==> config.mk <==
export PLATFORM = sky130hd
export DESIGN_NAME = ipv4_tcp_udp_header_generator
export DESIGN_NICKNAME = d
export VERILOG_FILES = /design/src/hdl/iphg_pkg.sv /design/src/hdl/iphg_front.sv /design/src/hdl/iphg_queue.sv /design/src/hdl/iphg_back.sv /design/src/hdl/ipv4_tcp_udp_header_generator.sv
export VERILOG_INCLUDE_DIRS = /design/src /design/src/hdl
export SDC_FILE = /design/constraint.sdc
export NUM_CORES = 1
export LEC_CHECK = 0
export ABC_AREA = 1
export BUFFER_PORTS_ARGS = -buffer_cell sky130_fd_sc_hd__buf_4
export CAP_MARGIN = 20
export CELL_PAD_IN_SITES_DETAIL_PLACEMENT = 0
export CELL_PAD_IN_SITES_GLOBAL_PLACEMENT = 1
export CORE_ASPECT_RATIO = 2
export CORE_MARGIN = 10
export CORE_UTILIZATION = 52
export DETAILED_ROUTE_END_ITERATION = 8
export PLACE_DENSITY = 0.89
export SYNTH_ARGS = -nofsm -noshare
export SYNTH_HDL_FRONTEND = slang
export SYNTH_SLANG_ARGS = --single-unit
export TNS_END_PERCENT = 20
==> constraint.sdc <==
create_clock -name clk -period 9 [get_ports clk]
set_clock_uncertainty 0.2 [all_clocks]
set_input_delay 0.45 -clock clk [delete_from_list [all_inputs] [get_ports clk]]
set_output_delay 0.45 -clock clk [all_outputs]
set_load 0.03 [all_outputs]
==> src/hdl/ipv4_tcp_udp_header_generator_defines.svh <==
// assertion helpers shared by the rtl files
`ifndef IPV4_TCP_UDP_HEADER_GENERATOR_DEFINES_SVH
`define IPV4_TCP_UDP_HEADER_GENERATOR_DEFINES_SVH

// check on every clock edge once reset is released
`define IPHG_ASSERT(name, prop, msg) \
    name: assert property (@(posedge clk) disable iff (!rst_n) (prop)) \
        else $error(msg);

// check that prop holds in the cycle after the trigger
`define IPHG_ASSERT_NEXT(name, trig, prop, msg) \
    name: assert property (@(posedge clk) disable iff (!rst_n) (trig) |=> (prop)) \
        else $error(msg);

`endif

==> src/hdl/iphg_pkg.sv <==
package iphg_pkg;

    localparam logic [3:0] REG_SRC_ADDR  = 4'd0;
    localparam logic [3:0] REG_DST_ADDR  = 4'd1;
    localparam logic [3:0] REG_ORIG_PORT = 4'd2;
    localparam logic [3:0] REG_DST_PORT  = 4'd3;
    localparam logic [3:0] REG_SEQ_NUM   = 4'd4;
    localparam logic [3:0] REG_ACK_NUM   = 4'd5;
    localparam logic [3:0] REG_TCP_FLAGS = 4'd6;
    localparam logic [3:0] REG_IS_TCP    = 4'd7;

    localparam logic [7:0]  IP_VER_IHL     = 8'h45;
    localparam logic [7:0]  IP_TTL         = 8'd255;
    localparam logic [7:0]  PROTO_TCP      = 8'd6;
    localparam logic [7:0]  PROTO_UDP      = 8'd17;
    localparam logic [15:0] TCP_IP_ID      = 16'd8;
    localparam logic [7:0]  TCP_DATA_OFS   = 8'h50;
    localparam logic [15:0] TCP_WINDOW     = 16'h16d0;
    localparam logic [15:0] TCP_HDR_LEN    = 16'd20;
    localparam logic [15:0] UDP_HDR_LEN    = 16'd8;
    localparam logic [15:0] TCP_PKT_HDR    = 16'd40;
    localparam logic [15:0] UDP_PKT_HDR    = 16'd28;
    localparam logic [5:0]  TCP_LAST_IDX   = 6'd39;
    localparam logic [5:0]  UDP_LAST_IDX   = 6'd27;
    localparam logic [3:0]  CALC_LAST_STEP = 4'd15;

    localparam int QUEUE_DEPTH = 2;
    localparam int QUEUE_PTR_W = 1;
    localparam int QUEUE_CNT_W = 2;

    typedef struct packed {
        logic [31:0] src_addr;
        logic [31:0] dst_addr;
        logic [15:0] orig_port;
        logic [15:0] dst_port;
        logic [31:0] seq_num;
        logic [31:0] ack_num;
        logic [7:0]  tcp_flags;
        logic        is_tcp;
    } cfg_t;

    // packet summary handed from the front to the back
    typedef struct packed {
        logic [15:0] sum;
        logic [7:0]  held;
        logic        odd;
        logic [15:0] count;
        logic        ovf;
    } desc_t;

    function automatic logic [15:0] oc_add(input logic [15:0] a, input logic [15:0] b);
        logic [16:0] s;
        s = {1'b0, a} + {1'b0, b};
        return s[15:0] + {15'd0, s[16]};
    endfunction

    function automatic logic [15:0] total_len(input cfg_t cfg, input logic [15:0] count);
        return count + (cfg.is_tcp ? TCP_PKT_HDR : UDP_PKT_HDR);
    endfunction

    function automatic logic [15:0] ip_word(input logic [3:0] k, input cfg_t cfg,
                                            input logic [15:0] count);
        logic [15:0] w;
        unique case (k)
            4'd0:    w = {IP_VER_IHL, 8'd0};
            4'd1:    w = total_len(cfg, count);
            4'd2:    w = cfg.is_tcp ? TCP_IP_ID : 16'd0;
            4'd3:    w = {IP_TTL, (cfg.is_tcp ? PROTO_TCP : PROTO_UDP)};
            4'd4:    w = cfg.src_addr[31:16];
            4'd5:    w = cfg.src_addr[15:0];
            4'd6:    w = cfg.dst_addr[31:16];
            4'd7:    w = cfg.dst_addr[15:0];
            default: w = 16'd0;
        endcase
        return w;
    endfunction

    function automatic logic [15:0] tcp_word(input logic [3:0] k, input cfg_t cfg,
                                             input desc_t d);
        logic [15:0] w;
        unique case (k)
            4'd0:    w = cfg.src_addr[31:16];
            4'd1:    w = cfg.src_addr[15:0];
            4'd2:    w = cfg.dst_addr[31:16];
            4'd3:    w = cfg.dst_addr[15:0];
            4'd4:    w = {8'd0, PROTO_TCP};
            4'd5:    w = d.count + TCP_HDR_LEN;
            4'd6:    w = cfg.orig_port;
            4'd7:    w = cfg.dst_port;
            4'd8:    w = cfg.seq_num[31:16];
            4'd9:    w = cfg.seq_num[15:0];
            4'd10:   w = cfg.ack_num[31:16];
            4'd11:   w = cfg.ack_num[15:0];
            4'd12:   w = {TCP_DATA_OFS, cfg.tcp_flags};
            4'd13:   w = TCP_WINDOW;
            4'd14:   w = d.sum;
            default: w = d.odd ? {d.held, 8'd0} : 16'd0;
        endcase
        return w;
    endfunction

    function automatic logic [7:0] hdr_byte(input logic [5:0] idx, input cfg_t cfg,
                                            input logic [15:0] count,
                                            input logic [15:0] ip_ck,
                                            input logic [15:0] tcp_ck);
        logic [15:0] tl;
        logic [15:0] ul;
        logic [7:0]  b;
        tl = total_len(cfg, count);
        ul = count + UDP_HDR_LEN;
        unique case (idx)
            6'd0:    b = IP_VER_IHL;
            6'd2:    b = tl[15:8];
            6'd3:    b = tl[7:0];
            6'd5:    b = cfg.is_tcp ? TCP_IP_ID[7:0] : 8'd0;
            6'd8:    b = IP_TTL;
            6'd9:    b = cfg.is_tcp ? PROTO_TCP : PROTO_UDP;
            6'd10:   b = ip_ck[15:8];
            6'd11:   b = ip_ck[7:0];
            6'd12:   b = cfg.src_addr[31:24];
            6'd13:   b = cfg.src_addr[23:16];
            6'd14:   b = cfg.src_addr[15:8];
            6'd15:   b = cfg.src_addr[7:0];
            6'd16:   b = cfg.dst_addr[31:24];
            6'd17:   b = cfg.dst_addr[23:16];
            6'd18:   b = cfg.dst_addr[15:8];
            6'd19:   b = cfg.dst_addr[7:0];
            6'd20:   b = cfg.orig_port[15:8];
            6'd21:   b = cfg.orig_port[7:0];
            6'd22:   b = cfg.dst_port[15:8];
            6'd23:   b = cfg.dst_port[7:0];
            6'd24:   b = cfg.is_tcp ? cfg.seq_num[31:24] : ul[15:8];
            6'd25:   b = cfg.is_tcp ? cfg.seq_num[23:16] : ul[7:0];
            6'd26:   b = cfg.is_tcp ? cfg.seq_num[15:8] : 8'd0;
            6'd27:   b = cfg.is_tcp ? cfg.seq_num[7:0] : 8'd0;
            6'd28:   b = cfg.ack_num[31:24];
            6'd29:   b = cfg.ack_num[23:16];
            6'd30:   b = cfg.ack_num[15:8];
            6'd31:   b = cfg.ack_num[7:0];
            6'd32:   b = TCP_DATA_OFS;
            6'd33:   b = cfg.tcp_flags;
            6'd34:   b = TCP_WINDOW[15:8];
            6'd35:   b = TCP_WINDOW[7:0];
            6'd36:   b = tcp_ck[15:8];
            6'd37:   b = tcp_ck[7:0];
            default: b = 8'd0;
        endcase
        return b;
    endfunction

endpackage

==> src/hdl/iphg_front.sv <==
module iphg_front #(
    parameter int MAX_PAYLOAD = 1460
) (
    input  logic            clk,
    input  logic            rst_n,
    input  logic            accept,
    input  logic [7:0]      payload_byte,
    input  logic            byte_present,
    input  logic            end_of_payload,
    output logic            push,
    output iphg_pkg::desc_t push_desc
);

    logic [15:0] sum_reg, sum_next;
    logic [7:0]  held_reg, held_next;
    logic        odd_reg, odd_next;
    logic [15:0] count_reg, count_next;
    logic        ovf_reg, ovf_next;

    always_comb
    begin
        sum_next   = sum_reg;
        held_next  = held_reg;
        odd_next   = odd_reg;
        count_next = count_reg;
        ovf_next   = ovf_reg;
        if (byte_present)
        begin
            if (count_reg >= 16'(MAX_PAYLOAD))
            begin
                ovf_next = 1'b1;
            end
            else
            begin
                if (odd_reg)
                begin
                    sum_next  = iphg_pkg::oc_add(sum_reg, {held_reg, payload_byte});
                    held_next = 8'd0;
                    odd_next  = 1'b0;
                end
                else
                begin
                    held_next = payload_byte;
                    odd_next  = 1'b1;
                end
                count_next = count_reg + 16'd1;
            end
        end
    end

    assign push = accept && end_of_payload;
    assign push_desc = '{sum: sum_next, held: held_next, odd: odd_next,
                         count: count_next, ovf: ovf_next};

    always_ff @(posedge clk or negedge rst_n)
    begin
        if (!rst_n)
        begin
            sum_reg   <= '0;
            held_reg  <= '0;
            odd_reg   <= 1'b0;
            count_reg <= '0;
            ovf_reg   <= 1'b0;
        end
        else if (push)
        begin
            sum_reg   <= '0;
            held_reg  <= '0;
            odd_reg   <= 1'b0;
            count_reg <= '0;
            ovf_reg   <= 1'b0;
        end
        else if (accept)
        begin
            sum_reg   <= sum_next;
            held_reg  <= held_next;
            odd_reg   <= odd_next;
            count_reg <= count_next;
            ovf_reg   <= ovf_next;
        end
    end

endmodule

==> src/hdl/iphg_queue.sv <==
`include "ipv4_tcp_udp_header_generator_defines.svh"

module iphg_queue (
    input  logic            clk,
    input  logic            rst_n,
    input  logic            push,
    input  iphg_pkg::desc_t push_desc,
    input  logic            pop,
    output iphg_pkg::desc_t head,
    output logic            full,
    output logic            empty
);

    iphg_pkg::desc_t entry_reg [iphg_pkg::QUEUE_DEPTH];
    logic [iphg_pkg::QUEUE_PTR_W-1:0] wr_ptr_reg;
    logic [iphg_pkg::QUEUE_PTR_W-1:0] rd_ptr_reg;
    logic [iphg_pkg::QUEUE_CNT_W-1:0] cnt_reg, cnt_next;

    assign full  = (cnt_reg == iphg_pkg::QUEUE_CNT_W'(iphg_pkg::QUEUE_DEPTH));
    assign empty = (cnt_reg == '0);
    assign head  = entry_reg[rd_ptr_reg];

    always_comb
    begin
        cnt_next = cnt_reg;
        if (push && !pop)
            cnt_next = cnt_reg + iphg_pkg::QUEUE_CNT_W'(1);
        else if (pop && !push)
            cnt_next = cnt_reg - iphg_pkg::QUEUE_CNT_W'(1);
    end

    always_ff @(posedge clk or negedge rst_n)
    begin
        if (!rst_n)
        begin
            wr_ptr_reg <= '0;
            rd_ptr_reg <= '0;
            cnt_reg    <= '0;
        end
        else
        begin
            if (push)
                wr_ptr_reg <= wr_ptr_reg + 1'b1;
            if (pop)
                rd_ptr_reg <= rd_ptr_reg + 1'b1;
            cnt_reg <= cnt_next;
        end
    end

    always_ff @(posedge clk)
    begin
        if (push)
            entry_reg[wr_ptr_reg] <= push_desc;
    end

    `IPHG_ASSERT(a_queue_no_overrun, !(push && full), "summary pushed into full queue")
    `IPHG_ASSERT(a_queue_no_underrun, !(pop && empty), "summary popped from empty queue")

endmodule

==> src/hdl/iphg_back.sv <==
`include "ipv4_tcp_udp_header_generator_defines.svh"

module iphg_back (
    input  logic            clk,
    input  logic            rst_n,
    input  iphg_pkg::cfg_t  cfg,
    input  iphg_pkg::desc_t head,
    input  logic            empty,
    output logic            pop,
    output logic            out_valid,
    input  logic            out_ready,
    output logic [7:0]      header_byte,
    output logic            header_last,
    output logic            length_overflow
);

    typedef enum logic [2:0] {
        B_IDLE = 3'b001,
        B_CALC = 3'b010,
        B_EMIT = 3'b100
    } back_state_t;

    back_state_t     state_reg, state_next;
    iphg_pkg::desc_t desc_reg;
    logic [3:0]      step_reg, step_next;
    logic [5:0]      idx_reg, idx_next;
    logic [15:0]     ip_acc_reg, ip_acc_next;
    logic [15:0]     tcp_acc_reg, tcp_acc_next;
    logic            out_valid_reg, out_valid_next;
    logic [7:0]      out_byte_reg;
    logic            out_last_reg;
    logic            out_ovf_reg;
    logic            load;
    logic            is_last;
    logic [5:0]      last_idx;

    assign last_idx = cfg.is_tcp ? iphg_pkg::TCP_LAST_IDX : iphg_pkg::UDP_LAST_IDX;
    assign is_last  = (idx_reg == last_idx);
    assign load     = (state_reg == B_EMIT) && (!out_valid_reg || out_ready);
    assign pop      = (state_reg == B_IDLE) && !empty;

    always_comb
    begin
        state_next     = state_reg;
        step_next      = step_reg;
        idx_next       = idx_reg;
        ip_acc_next    = ip_acc_reg;
        tcp_acc_next   = tcp_acc_reg;
        out_valid_next = out_valid_reg && !out_ready;
        unique case (state_reg)
            B_IDLE:
            begin
                if (!empty)
                begin
                    state_next   = B_CALC;
                    step_next    = '0;
                    ip_acc_next  = '0;
                    tcp_acc_next = '0;
                end
            end
            B_CALC:
            begin
                ip_acc_next  = iphg_pkg::oc_add(ip_acc_reg,
                    iphg_pkg::ip_word(step_reg, cfg, desc_reg.count));
                tcp_acc_next = iphg_pkg::oc_add(tcp_acc_reg,
                    iphg_pkg::tcp_word(step_reg, cfg, desc_reg));
                step_next    = step_reg + 4'd1;
                if (step_reg == iphg_pkg::CALC_LAST_STEP)
                begin
                    state_next = B_EMIT;
                    idx_next   = '0;
                end
            end
            B_EMIT:
            begin
                if (load)
                begin
                    out_valid_next = 1'b1;
                    idx_next       = idx_reg + 6'd1;
                    if (is_last)
                        state_next = B_IDLE;
                end
            end
            default:
            begin
                state_next = B_IDLE;
            end
        endcase
    end

    always_ff @(posedge clk or negedge rst_n)
    begin
        if (!rst_n)
        begin
            state_reg     <= B_IDLE;
            step_reg      <= '0;
            idx_reg       <= '0;
            out_valid_reg <= 1'b0;
        end
        else
        begin
            state_reg     <= state_next;
            step_reg      <= step_next;
            idx_reg       <= idx_next;
            out_valid_reg <= out_valid_next;
        end
    end

    always_ff @(posedge clk)
    begin
        ip_acc_reg  <= ip_acc_next;
        tcp_acc_reg <= tcp_acc_next;
        if (pop)
            desc_reg <= head;
        if (load)
        begin
            out_byte_reg <= iphg_pkg::hdr_byte(idx_reg, cfg, desc_reg.count,
                                               ~ip_acc_reg, ~tcp_acc_reg);
            out_last_reg <= is_last;
            out_ovf_reg  <= desc_reg.ovf;
        end
    end

    assign out_valid       = out_valid_reg;
    assign header_byte     = out_byte_reg;
    assign header_last     = out_last_reg;
    assign length_overflow = out_ovf_reg;

    `IPHG_ASSERT(a_emit_idx_bound, (state_reg != B_EMIT) || (idx_reg <= last_idx),
                 "header byte index past end of header")
    `IPHG_ASSERT_NEXT(a_last_ends_packet, load && is_last, state_reg == B_IDLE,
                      "back did not return to idle after last header byte")
    `IPHG_ASSERT_NEXT(a_pop_starts_calc, pop, (state_reg == B_CALC) && (step_reg == 4'd0),
                      "checksum pass did not start after queue pop")

endmodule

==> src/hdl/ipv4_tcp_udp_header_generator.sv <==
// IPv4 plus TCP/UDP header generator. Payload bytes come in on the slave stream, one per
// cycle with no stall while the summary queue has room; the payload is only summed and counted,
// never passed on. The item marked tlast hands the packet's summary to a two-deep queue and the
// front starts the next packet in the following cycle. The back side takes one summary at a
// time, folds the IPv4 and TCP checksums through two 16-bit end-around adders, one per
// checksum, then sends 40 (TCP) or 28 (UDP) header bytes, one per cycle while m_axis_tready
// is high. The front stalls only when two finished packets already wait in the queue.
// Configuration writes are always accepted and must only be made while no packet is in flight.
module ipv4_tcp_udp_header_generator #(
    parameter int MAX_PAYLOAD = 1460
) (
    input  logic        clk,
    input  logic        rst_n,
    input  logic        s_axis_tvalid,
    output logic        s_axis_tready,
    input  logic [7:0]  s_axis_tdata,   // payload_byte
    input  logic        s_axis_tuser,   // byte_present
    input  logic        s_axis_tlast,
    output logic        m_axis_tvalid,
    input  logic        m_axis_tready,
    output logic [7:0]  m_axis_tdata,   // header_byte
    output logic        m_axis_tuser,   // length_overflow
    output logic        m_axis_tlast,
    input  logic        cfg_valid,
    output logic        cfg_ready,
    input  logic [3:0]  cfg_index,
    input  logic [31:0] cfg_data
);

    iphg_pkg::cfg_t  cfg_reg;
    iphg_pkg::desc_t push_desc;
    iphg_pkg::desc_t head;
    logic            push;
    logic            pop;
    logic            full;
    logic            empty;
    logic            in_accept;

    assign cfg_ready     = 1'b1;
    assign s_axis_tready = !full;
    assign in_accept     = s_axis_tvalid && s_axis_tready;

    always_ff @(posedge clk or negedge rst_n)
    begin
        if (!rst_n)
        begin
            cfg_reg.src_addr  <= '0;
            cfg_reg.dst_addr  <= '0;
            cfg_reg.orig_port <= '0;
            cfg_reg.dst_port  <= '0;
            cfg_reg.seq_num   <= '0;
            cfg_reg.ack_num   <= '0;
            cfg_reg.tcp_flags <= 8'h10;
            cfg_reg.is_tcp    <= 1'b1;
        end
        else if (cfg_valid && cfg_ready)
        begin
            unique case (cfg_index)
                iphg_pkg::REG_SRC_ADDR:  cfg_reg.src_addr  <= cfg_data;
                iphg_pkg::REG_DST_ADDR:  cfg_reg.dst_addr  <= cfg_data;
                iphg_pkg::REG_ORIG_PORT: cfg_reg.orig_port <= cfg_data[15:0];
                iphg_pkg::REG_DST_PORT:  cfg_reg.dst_port  <= cfg_data[15:0];
                iphg_pkg::REG_SEQ_NUM:   cfg_reg.seq_num   <= cfg_data;
                iphg_pkg::REG_ACK_NUM:   cfg_reg.ack_num   <= cfg_data;
                iphg_pkg::REG_TCP_FLAGS: cfg_reg.tcp_flags <= cfg_data[7:0];
                iphg_pkg::REG_IS_TCP:    cfg_reg.is_tcp    <= cfg_data[0];
                default:
                begin
                end
            endcase
        end
    end

    iphg_front #(
        .MAX_PAYLOAD(MAX_PAYLOAD)
    ) u_front (
        .clk            (clk),
        .rst_n          (rst_n),
        .accept         (in_accept),
        .payload_byte   (s_axis_tdata),
        .byte_present   (s_axis_tuser),
        .end_of_payload (s_axis_tlast),
        .push           (push),
        .push_desc      (push_desc)
    );

    iphg_queue u_queue (
        .clk       (clk),
        .rst_n     (rst_n),
        .push      (push),
        .push_desc (push_desc),
        .pop       (pop),
        .head      (head),
        .full      (full),
        .empty     (empty)
    );

    iphg_back u_back (
        .clk             (clk),
        .rst_n           (rst_n),
        .cfg             (cfg_reg),
        .head            (head),
        .empty           (empty),
        .pop             (pop),
        .out_valid       (m_axis_tvalid),
        .out_ready       (m_axis_tready),
        .header_byte     (m_axis_tdata),
        .header_last     (m_axis_tlast),
        .length_overflow (m_axis_tuser)
    );

endmodule

---- Yosys cells after proc, flatten, opt, wreduce, memory -nomap -nowiden ----
Memory sizes are Yosys's and may differ from the RTL's. A register that Yosys moved wholly into a read port is not among the register bits.
Index checks and enable logic that the tools add are counted.
W data, S select, Z words.
operators by class
  muxes and demuxes ....................... 57
  equality and inequality tests ........... 64
  reduce and logical (&&, ||, !) cells .... 33
  $add $sub $neg .......................... 16
  order comparisons ....................... 1
  bitwise gates (word level) .............. 2
operators by type and width
  kind                     number
  $pmux W8 S34             1
  $pmux W16 S15            1
  $mux W16                 13
  $pmux W16 S8             1
  $eq A6 B5 Y1 const B     16
  $mux W8                  9
  $pmux W16 S2             2
  $add A16 B16 Y17         3
  $add A16 B1 Y16          3
  $eq A6 B4 Y1 const B     8
  $eq A6 B6 Y1 const B     6
  $eq A4 B3 Y1 const B     8
  $eq A4 B4 Y1 const B     8
  $not A16 Y16             2
  $mux W6                  4
  $reduce_and A2 Y1        9
  $add A16 B1 Y16 const B  1
  $add A16 B16 Y16         1
  $add A16 B4 Y16 const B  1
  $add A16 B5 Y16 const B  1
  $eq A4 B2 Y1 const B     4
  $ge A16 B11 Y1 const B   1
  $mux W1                  13
  $eq A6 B2 Y1 const B     2
  other kinds (30)         55
word-level totals
  register bits after elaboration ......... 271
  output and inout bits ................... 13
  memories kept ........................... 1
  memory bits (writable) .................. 84
  logic and storage cells ................. 199
  input port bits ......................... 51
memory list
  memory             words  width  rd ports  clocked after memory_dff  wr ports  RTL line          source
  u_queue.entry_reg  2      42     1         1                         1         iphg_queue.sv:14  iphg_pkg::desc_t entry_reg [iphg_pkg::QUEUE_DEPTH];

---- Longest topological paths before layout ----
Gate-level depths: netlist of the first run.
  depth after elaboration ................. 8
  depth in mapped cells ................... 33
  gate-level depth less buffers ........... 32

---- Cells and area by module ----
From an unflattened synthesis of the first run, not the netlist that was laid out.
unflattened totals
  cells, all modules ...................... 3152
  area total of the unflattened synthesis .. 24623.6 um^2
by module, submodules not included
  module                         seq. area each (um^2)  area each (um^2)  cells each  instances
  iphg_back                      2874.0                 10472.5           1634        1
  ipv4_tcp_udp_header_generator  4231.6                 7066.8            800         1
  iphg_front                     1051.0                 3644.7            562         1
  iphg_queue                     2622.5                 3439.5            156         1

---- Least setup slack after synthesis of the first run ----
Ideal clock, no wire load.
  path kind ............................... register to register
  start ................................... register cfg_reg[0] (netlist bit)
  end ..................................... register u_back.ip_acc_reg[10], data pin
  data arrival time ....................... 4.644 ns
  setup time .............................. 0.270 ns
  required time ........................... 8.530 ns
  slack ................................... 3.886 ns
  cell stages (with the launch flop) ...... 32
  period minus slack after synthesis ...... 5.114 ns
  buffers on the path ..................... 3
  cell sequence ........................... dfstp_2 clkbuf_1 inv_1 clkbuf_1 clkbuf_1 ha_1 inv_1 ha_1 o21ai_0 nand2_1 nor2_1 xor2_1 inv_1 o211ai_1 ha_1 inv_1 nor3_1 nand4_1 nand2_1 a21oi_1 o21bai_1 ha_1 ha_1 nand2_1 nor2_4 nand2_2 nor2_4 nand2_2 nor3_4 nand2_1 nand2_1 a21oi_1
on the way
  longest elaborated chain between the ends .. 7
  elaborated cells between the ends (all ways) .. 9
  classes of those cells .................. add/sub (3); mux (6)
RTL lines
  item                  RTL line                             source
  start, declared       ipv4_tcp_udp_header_generator.sv:30  iphg_pkg::cfg_t cfg_reg;
  $mux W6               iphg_pkg.sv:58                       return count + (cfg.is_tcp ? TCP_PKT_HDR : UDP_PKT_HDR);
  $add A16 B16 Y16      iphg_pkg.sv:58
  $pmux W16 S8 *        iphg_pkg.sv:64                       unique case (k)
  $mux W16 *            iphg_back.sv:50                      unique case (state_reg)
  $add A16 B16 Y17 *    iphg_pkg.sv:53                       s = {1'b0, a} + {1'b0, b};
  $add A16 B1 Y16 *     iphg_pkg.sv:54                       return s[15:0] + {15'd0, s[16]};
  $pmux W16 S2 *        iphg_back.sv:50
  end signal, assigned  iphg_back.sv:111                     ip_acc_reg <= ip_acc_next;
  end, declared         iphg_back.sv:27                      logic [15:0] ip_acc_reg, ip_acc_next;
Mark *: on every way between the ends. The rest lies on a longest branch, timed or not. The select of a mux whose other input is x is not followed.
A chain may end at the register's enable or synchronous reset.

---- Worst setup path after layout of the first run ----
  start ................................... register u_back.desc_reg[5] (netlist name)
  end ..................................... register u_back.tcp_acc_reg[8], data pin
on the way
  longest elaborated chain between the ends .. 6
RTL lines
  item                  RTL line          source
  $add A16 B5 Y16       iphg_pkg.sv:87    4'd5: w = d.count + TCP_HDR_LEN;
  $pmux W16 S15         iphg_pkg.sv:81    unique case (k)
  $mux W16              iphg_back.sv:50
  $add A16 B16 Y17      iphg_pkg.sv:53
  $add A16 B1 Y16       iphg_pkg.sv:54
  $pmux W16 S2          iphg_back.sv:50
  end signal, assigned  iphg_back.sv:112  tcp_acc_reg <= tcp_acc_next;
  end, declared         iphg_back.sv:28   logic [15:0] tcp_acc_reg, tcp_acc_next;
No other way between the ends. The select of a mux whose other input is x is not followed.

==> reports/qor.yml, run 1 <==
placement:
  portBuffers: 62
  dp_cells: 3431
  gp_congestion: 1.24
  dpl.hpwl_um: 83300
cts:
  clkTransAtPathRegs_ps: 70
  cts-resized-gates: 0
  cts_root_buf: "clkbuf_16"
  clock_latency_ps: 580
  clkSinkCount: 397
  htreeDepth: 2
  clk_path_buf_depth: 3
  cts_buffers: 35
  tritoncts: "built"
floorplan:
  initial_utilization: 0.524
  io_pins: 64
  die_area_um2: 53900
  core_um2: 44200
  die_y_um: 318
  row_count: 109
  die_width_um: 169
worst_setup_path:
  startpoint: "u_back.desc_reg[5]"
  path_max_fanout: 5
  worstSetupPathType: "reg -> reg"
  end_kind: "flop"
  crit_family: "compound AO/OA/AOI/OAI gates"
  cpMostUsedCell: "nand2_1"
  reg2reg_to: "u_back.tcp_acc_reg[8]"
  slowest_delay_ps: 850
  cp_num_cells: 27
  worstPathRequired_ps: 9120
  reg2reg_slack_ps: 2440
  arrival_ps: 6680
  cp.buffers_inverters: 2
  rr_startpoint: "u_back.desc_reg[5]"
  rr_worst_depth: 27
  endpoint: "u_back.tcp_acc_reg[8]"
  startpoint_type: "flop"
  crit_slowest_cell: "o211ai_1"
yosys:
  ys_ff_latch: 397
  synth_area_per_cell_um2: 8.06
  async_flop_share: 0.577
  ys_seq_area_frac: 0.466
  syn_nets: 2998
  ys.flop_type: "dfrtp_1"
  syn-cell-area_um2: 23100
  synthDistinctLibCells: 65
  synth_edf_count: 168
  ys_warn_count: 0
  synth_cells: 2872
timing:
  max_slew_margin: 0.160
  timing.fmax_mhz: 152
  final-max-slew-violation-count: 0
  period_share: 0.729
  tightest_slew_ps: 1260
  setup_tns_ps: 0
  hold_viol: 0
  period_minus_slack_ps: 6560
  rsz0062_at_grt: "no"
  fin_hold_ws_ps: 3.05
  setup_violations: 0
route:
  wl_per_cell_um: 31.5
  drc: 0
  vias: 22358
  routed_wl_um: 111000
  dr.pass1.iters: 6
  via_per_inst: 6.35
  ant_nets: 0
  drtIter0Drc: 2797
cells_and_area:
  stdcell_count: 3520
  layout.nets: 3055
  largest_reg_flops: 169
  drive_gt1_frac: 0.0826
  mostFrequentLayoutCells: "789 x nand2_1, 383 x inv_1, 279 x o21ai_0"
  fin_util: 0.578
  syn_to_final_growth_pct: 10.4
  final_common_cell: "nand2_1"
flow_run:
  drv_cap: 0
global_route:
  grt_max_degree: 114
  antenna_found_initial: 14
  grt_pass1_wl_um: 158000
  grtUsageTotal: 0.412
  grt_pass1_vias: 22175
  grt-ovfl-total: 0
pwr:
  swShare: 0.511
  peakVddDrop_v: 0.000236
  p_clk_frac: 0.159
  internal-power_mw: 4.68
  p_switching_mw: 4.90
  combPwrFrac: 0.516
  power-per-cell-area_nw_per_um2: 375
  p_leak_nw: 11.8
  seqPwrFrac: 0.326
status:
  status: "finished clean"
hold_path:
  hold_path.class: "in -> reg"
==> metrics by stage <==
stage	power, mW	setup slack [ps]	area (um^2)
after floorplan	5.99	3890	23100
after global placement	7.66	3110	24200
after detailed placement	7.76	3040	24200
after CTS	9.28	3010	25400
after global routing	10.0	2200	25500
final	9.58	2440	25500
==> metal layers <==
metal | vias to the layer above | wire (um) | GRT usage
met5 | - | 57 | 0.00189
met4 | 10 | 13800 | 0.394
met3 | 599 | 9790 | 0.133
met2 | 1377 | 53500 | 0.672
met1 | 10602 | 33700 | 0.396
li1 | 9770 | - | -
==> power by group through the flow <==
stage	combinational (mW)	sequential, mW	clock (mW)
global route	5.33	3.13	1.59
finish	4.94	3.12	1.52
global placement	4.58	3.07	0
CTS	4.71	3.05	1.52
floorplan	3.22	2.78	0
detailed placement	4.68	3.08	0
==> synth_stat cells, types with 21 or more instances <==
| master | n | share of area |
|---|---|---|
| o21ai_0 | 279 | 0.060 |
| ha_1 | 72 | 0.039 |
| nand3_1 | 115 | 0.025 |
| xor2_1 | 42 | 0.016 |
| a221oi_1 | 35 | 0.013 |
| nand2_1 | 791 | 0.13 |
| a21oi_1 | 116 | 0.025 |
| o22ai_1 | 67 | 0.018 |
| nand4_1 | 44 | 0.012 |
| nor3_1 | 22 | 0.0048 |
| edfxtp_1 | 168 | 0.22 |
| o2111ai_1 | 21 | 0.0079 |
| clkbuf_1 | 76 | 0.012 |
| dfrtp_1 | 226 | 0.24 |
| inv_1 | 383 | 0.062 |
| nor2_1 | 175 | 0.028 |
==> worst min path at each step <==
stage                             from                     end  slack (ps)  depth (start not counted)
floorplan                        rst_n            cfg_reg[100]         -50                          0
global placement    u_back.desc_reg[0]  u_back.length_overflow         210                          0
detailed placement  u_back.desc_reg[0]  u_back.length_overflow         220                          0
CTS                       cfg_data[24]             cfg_reg[65]           1                          3
global route              cfg_data[24]             cfg_reg[33]          30                          3
finish                    cfg_data[24]             cfg_reg[33]           3                          3
==> cells by family (layout without fill, tap and decap cells) <==
kind of cell               Yosys count  after routing  share of synthesized area
adders and majority gates           75             75                     0.0415
other                                1             12                   0.000162
DFF                                397            397                      0.466
and+or+nand+nor                   1223           1223                      0.224
AOI/OAI and AO/OA                  625            625                      0.161
xor gates and xnor gates            65             65                     0.0287
buffers and inverters              486            568                     0.0795
==> layout make-up <==
class | count | area, um^2
diodes | 11 | 27.5
multi-input cells | 1989 | 10600
repair buffers | 108 | 865
well taps | 555 | 694
inverters | 398 | 1490
fillers | 4101 | 18600
flip-flops and latches | 397 | 10800
clock inverters | 21 | 185
clock buffers | 41 | 918
==> worst reg2reg max path, delay by kind of cell, from the launching register on <==
kind / cells / cell delay [ps]
AO/OA/AOI/OAI: 8 / 2300
adder cells (fa/ha/maj): 4 / 1020
buffers and inverters: 2 / 300
flip-flops: 1 / 510
AND/OR/NAND/NOR: 13 / 1980
==> what timing repair did <==
action	CTS	global route
hold endpoints to repair	121	0
setup buffers	0	0
hold buffers	10	0
Power figures use the tool's default switching activity.
==> run 2: changes to the inputs <==
--- a/config.mk
+++ b/config.mk
@@ -13,9 +13,9 @@
 export CELL_PAD_IN_SITES_GLOBAL_PLACEMENT = 1
 export CORE_ASPECT_RATIO = 2
 export CORE_MARGIN = 10
-export CORE_UTILIZATION = 52
+export CORE_UTILIZATION = 48
 export DETAILED_ROUTE_END_ITERATION = 8
-export PLACE_DENSITY = 0.89
+export PLACE_DENSITY = 0.84
 export SYNTH_ARGS = -nofsm -noshare
 export SYNTH_HDL_FRONTEND = slang
 export SYNTH_SLANG_ARGS = --single-unit
==> constraint.sdc (replaced) <==
create_clock -name clk -period 6.3 [get_ports clk]
set_clock_uncertainty 0.2 [all_clocks]
set_input_delay 0.315 -clock clk [delete_from_list [all_inputs] [get_ports clk]]
set_output_delay 0.315 -clock clk [all_outputs]
set_load 0.03 [all_outputs]
==> reports/qor.yml, run 2 (synthesized netlist as in run 1, its figures left out) <==
status:
  status: "finished with violations"  # was finished clean
  violations: "negative hold slack"
route:
  vias: 22587  # was 22,358
  routed_wl_um: 115000  # was 111,000 um
  drtIter0Drc: 2523  # was 2,797
  dr.pass1.iters: 8  # was 6
  wl_per_cell_um: 31.5  # about the same
  ant_nets: 0  # unchanged
  via_per_inst: 6.17  # was 6.35
  drc: 0  # unchanged
global_route:
  grt_pass1_wl_um: 162000  # was 158,000 um
  antenna_found_initial: 15  # was 14
  grt_max_degree: 140  # was 114
  grtUsageTotal: 0.400  # was 0.412
  grt-ovfl-total: 0  # unchanged
  grt_pass1_vias: 22198  # was 22,175
placement:
  gp_congestion: 1.26  # was 1.24
  placed_cell_area_um2: 24500  # was 24,200 um^2
  pre_cts_ws_ps: 538  # was 3040 ps
  dpl.hpwl_um: 87300  # was 83,300 um
  portBuffers: 62  # unchanged
timing:
  setup_tns_ps: 0  # unchanged
  rsz0062_at_grt: "no"  # unchanged
  final-max-slew-violation-count: 0  # unchanged
  hold_viol: 1  # was 0
  period_minus_slack_ps: 6100  # was 6560 ps
  setup_slack_ps: 197  # was 2440 ps
  period_share: 0.969  # was 0.729
  setup_violations: 0  # unchanged
  fin_hold_ws_ps: -1.60  # was 3.05 ps
  max_slew_margin: 0.120  # was 0.160
  timing.fmax_mhz: 164  # was 152 MHz
  tightest_slew_ps: 1310  # was 1260 ps
pwr:
  p_total_mw: 14.1  # was 9.58 mW
  peakVddDrop_v: 0.000343  # was 0.000236 V
  p_leak_nw: 12.1  # was 11.8 nW
  power-per-cell-area_nw_per_um2: 534  # was 375 nW/um^2
cts:
  clkSinkCount: 397  # unchanged
  post_cts_buffers: 0  # unchanged
  clkTransAtPathRegs_ps: 60  # was 70 ps
  cts_buffers: 38  # was 35
  clk_path_buf_depth: 3  # unchanged
  tritoncts: "built"  # unchanged
  cts_root_buf: "clkbuf_16"  # unchanged
  clock_latency_ps: 590  # was 580 ps
  htreeDepth: 2  # unchanged
cells_and_area:
  syn_to_final_growth_pct: 14.1  # was 10.4%
  final_area_um2: 26400  # was 25,500 um^2
  layout.nets: 3118  # was 3,055
  largest_reg_flops: 169  # unchanged
  drive_gt1_frac: 0.0904  # was 0.0826
  final_common_cell: "nand2_1"  # unchanged
  fin_util: 0.554  # was 0.578
  mostFrequentLayoutCells: "789 x nand2_1, 383 x inv_1, 278 x o21ai_0"  # was 789 x nand2_1, 383 x inv_1, 279 x o21ai_0
hold_path:
  hold_path.class: "in -> reg"  # unchanged
  worstHoldStart: "cfg_index[0]"  # was cfg_data[24]
worst_setup_path:
  startpoint: "u_back.step_reg[1]"  # was u_back.desc_reg[5]
  worstSetupPathType: "reg -> reg"  # unchanged
  rr_startpoint: "u_back.step_reg[1]"  # was u_back.desc_reg[5]
  arrival_ps: 6210  # was 6680 ps
  end_kind: "flop"  # unchanged
  startpoint_type: "flop"  # unchanged
  worstPathRequired_ps: 6400  # was 9120 ps
  path_max_fanout: 8  # was 5
floorplan:
  io_pins: 64  # unchanged
  die_y_um: 331  # was 318 um
  core_um2: 47600  # was 44,200 um^2
  initial_utilization: 0.486  # was 0.524
  die_area_um2: 57900  # was 53,900 um^2
  row_count: 113  # was 109
  die_width_um: 175  # was 169 um
flow_run:
  drv_cap: 0  # unchanged
## run 2: cell count changes in the layout (fill, tap and decap cells not counted), moves of 3 or more
| cell | before | now |
|---|---|---|
| clkinv_1 | 9 | 5 |
| clkinv_4 | 5 | 2 |
| dlygate4sd3_1 | 10 | 51 |
| clkbuf_16 | 35 | 40 |
| buf_4 | 92 | 108 |
| clkbuf_1 | 4 | 8 |
| clkbuf_8 | 2 | 6 |
## run 2: path summary, 6_finish.rpt
check / end / slack [ps] / cells after the start
worst max-delay path: u_back.tcp_acc_reg[10] / 200 / 26
worst min-delay path: cfg_reg[4] / -2 / 3
worst max register to register: u_back.tcp_acc_reg[10] / 200 / 26
worst min register to register: u_back.length_overflow / 250 / 0
max in group asynchronous: u_back.state_reg[1] / 4430 / 3
min in group asynchronous: cfg_reg[7] / 140 / 2
## run 2: report_power, final
part / total (mW) / internal (mW) / switching [mW]
clock network: 2.44 / 1.36 / 1.08
logic: 7.23 / 2.04 / 5.19
registers: 4.43 / 3.60 / 0.824
total: 14.1 / 7.00 / 7.09
## run 2: what timing repair did
item,in CTS,in global routing
setup endpoints to repair,0,8
hold buffers,51,0
resized for setup,0,1
endpoints found under the hold margin,267,0
## run 2: final cells by class
cell class,instances,area [um^2]
multi-input cells,1989,10600
fillers,4458,21200
clock inverters,15,181
clock buffers,53,1100
repair buffers,168,1450
well taps,632,791
diodes,10,25.0
inverters,398,1490
flip-flops and latches,397,10800
## run 2: worst max-delay path, cell delays in order (launching register included)
cell,delay [ps]
dfrtp_1,420
inv_1,110
ha_1,260
nand2_1,420
inv_1,280
nand2_1,110
nand3_1,80
a2111oi_0,780
nand4_1,510
ha_1,570
nand2_1,110
o21ai_0,220
a21oi_1,120
nand2_1,110
a21oi_1,80
o21bai_1,130
ha_1,190
ha_1,180
nand2_1,110
nor2_4,160
nand2_2,90
nor2_4,140
nand2_2,100
nor3_4,160
nand2_1,80
nand2_1,60
a21oi_1,60
## run 2: through the flow
| step | instances | hold WS (ps) |
|---|---|---|
| after CTS | 3645 | 3.07 |
| after detailed placement | 3526 | 189 |
| after floorplan | 2872 | -181 |
| after global routing | 3653 | 32.9 |
| final | 3662 | -1.60 |
| after global placement | 3523 | 182 |
## run 2: routing by layer
metal	global-route usage	up-vias	share of wire
met2	0.676	1346	0.49
met1	0.377	10763	0.31
met3	0.113	563	0.080
met5	0.000849	-	0.00073
li1	-	9903	-
met4	0.400	12	0.13
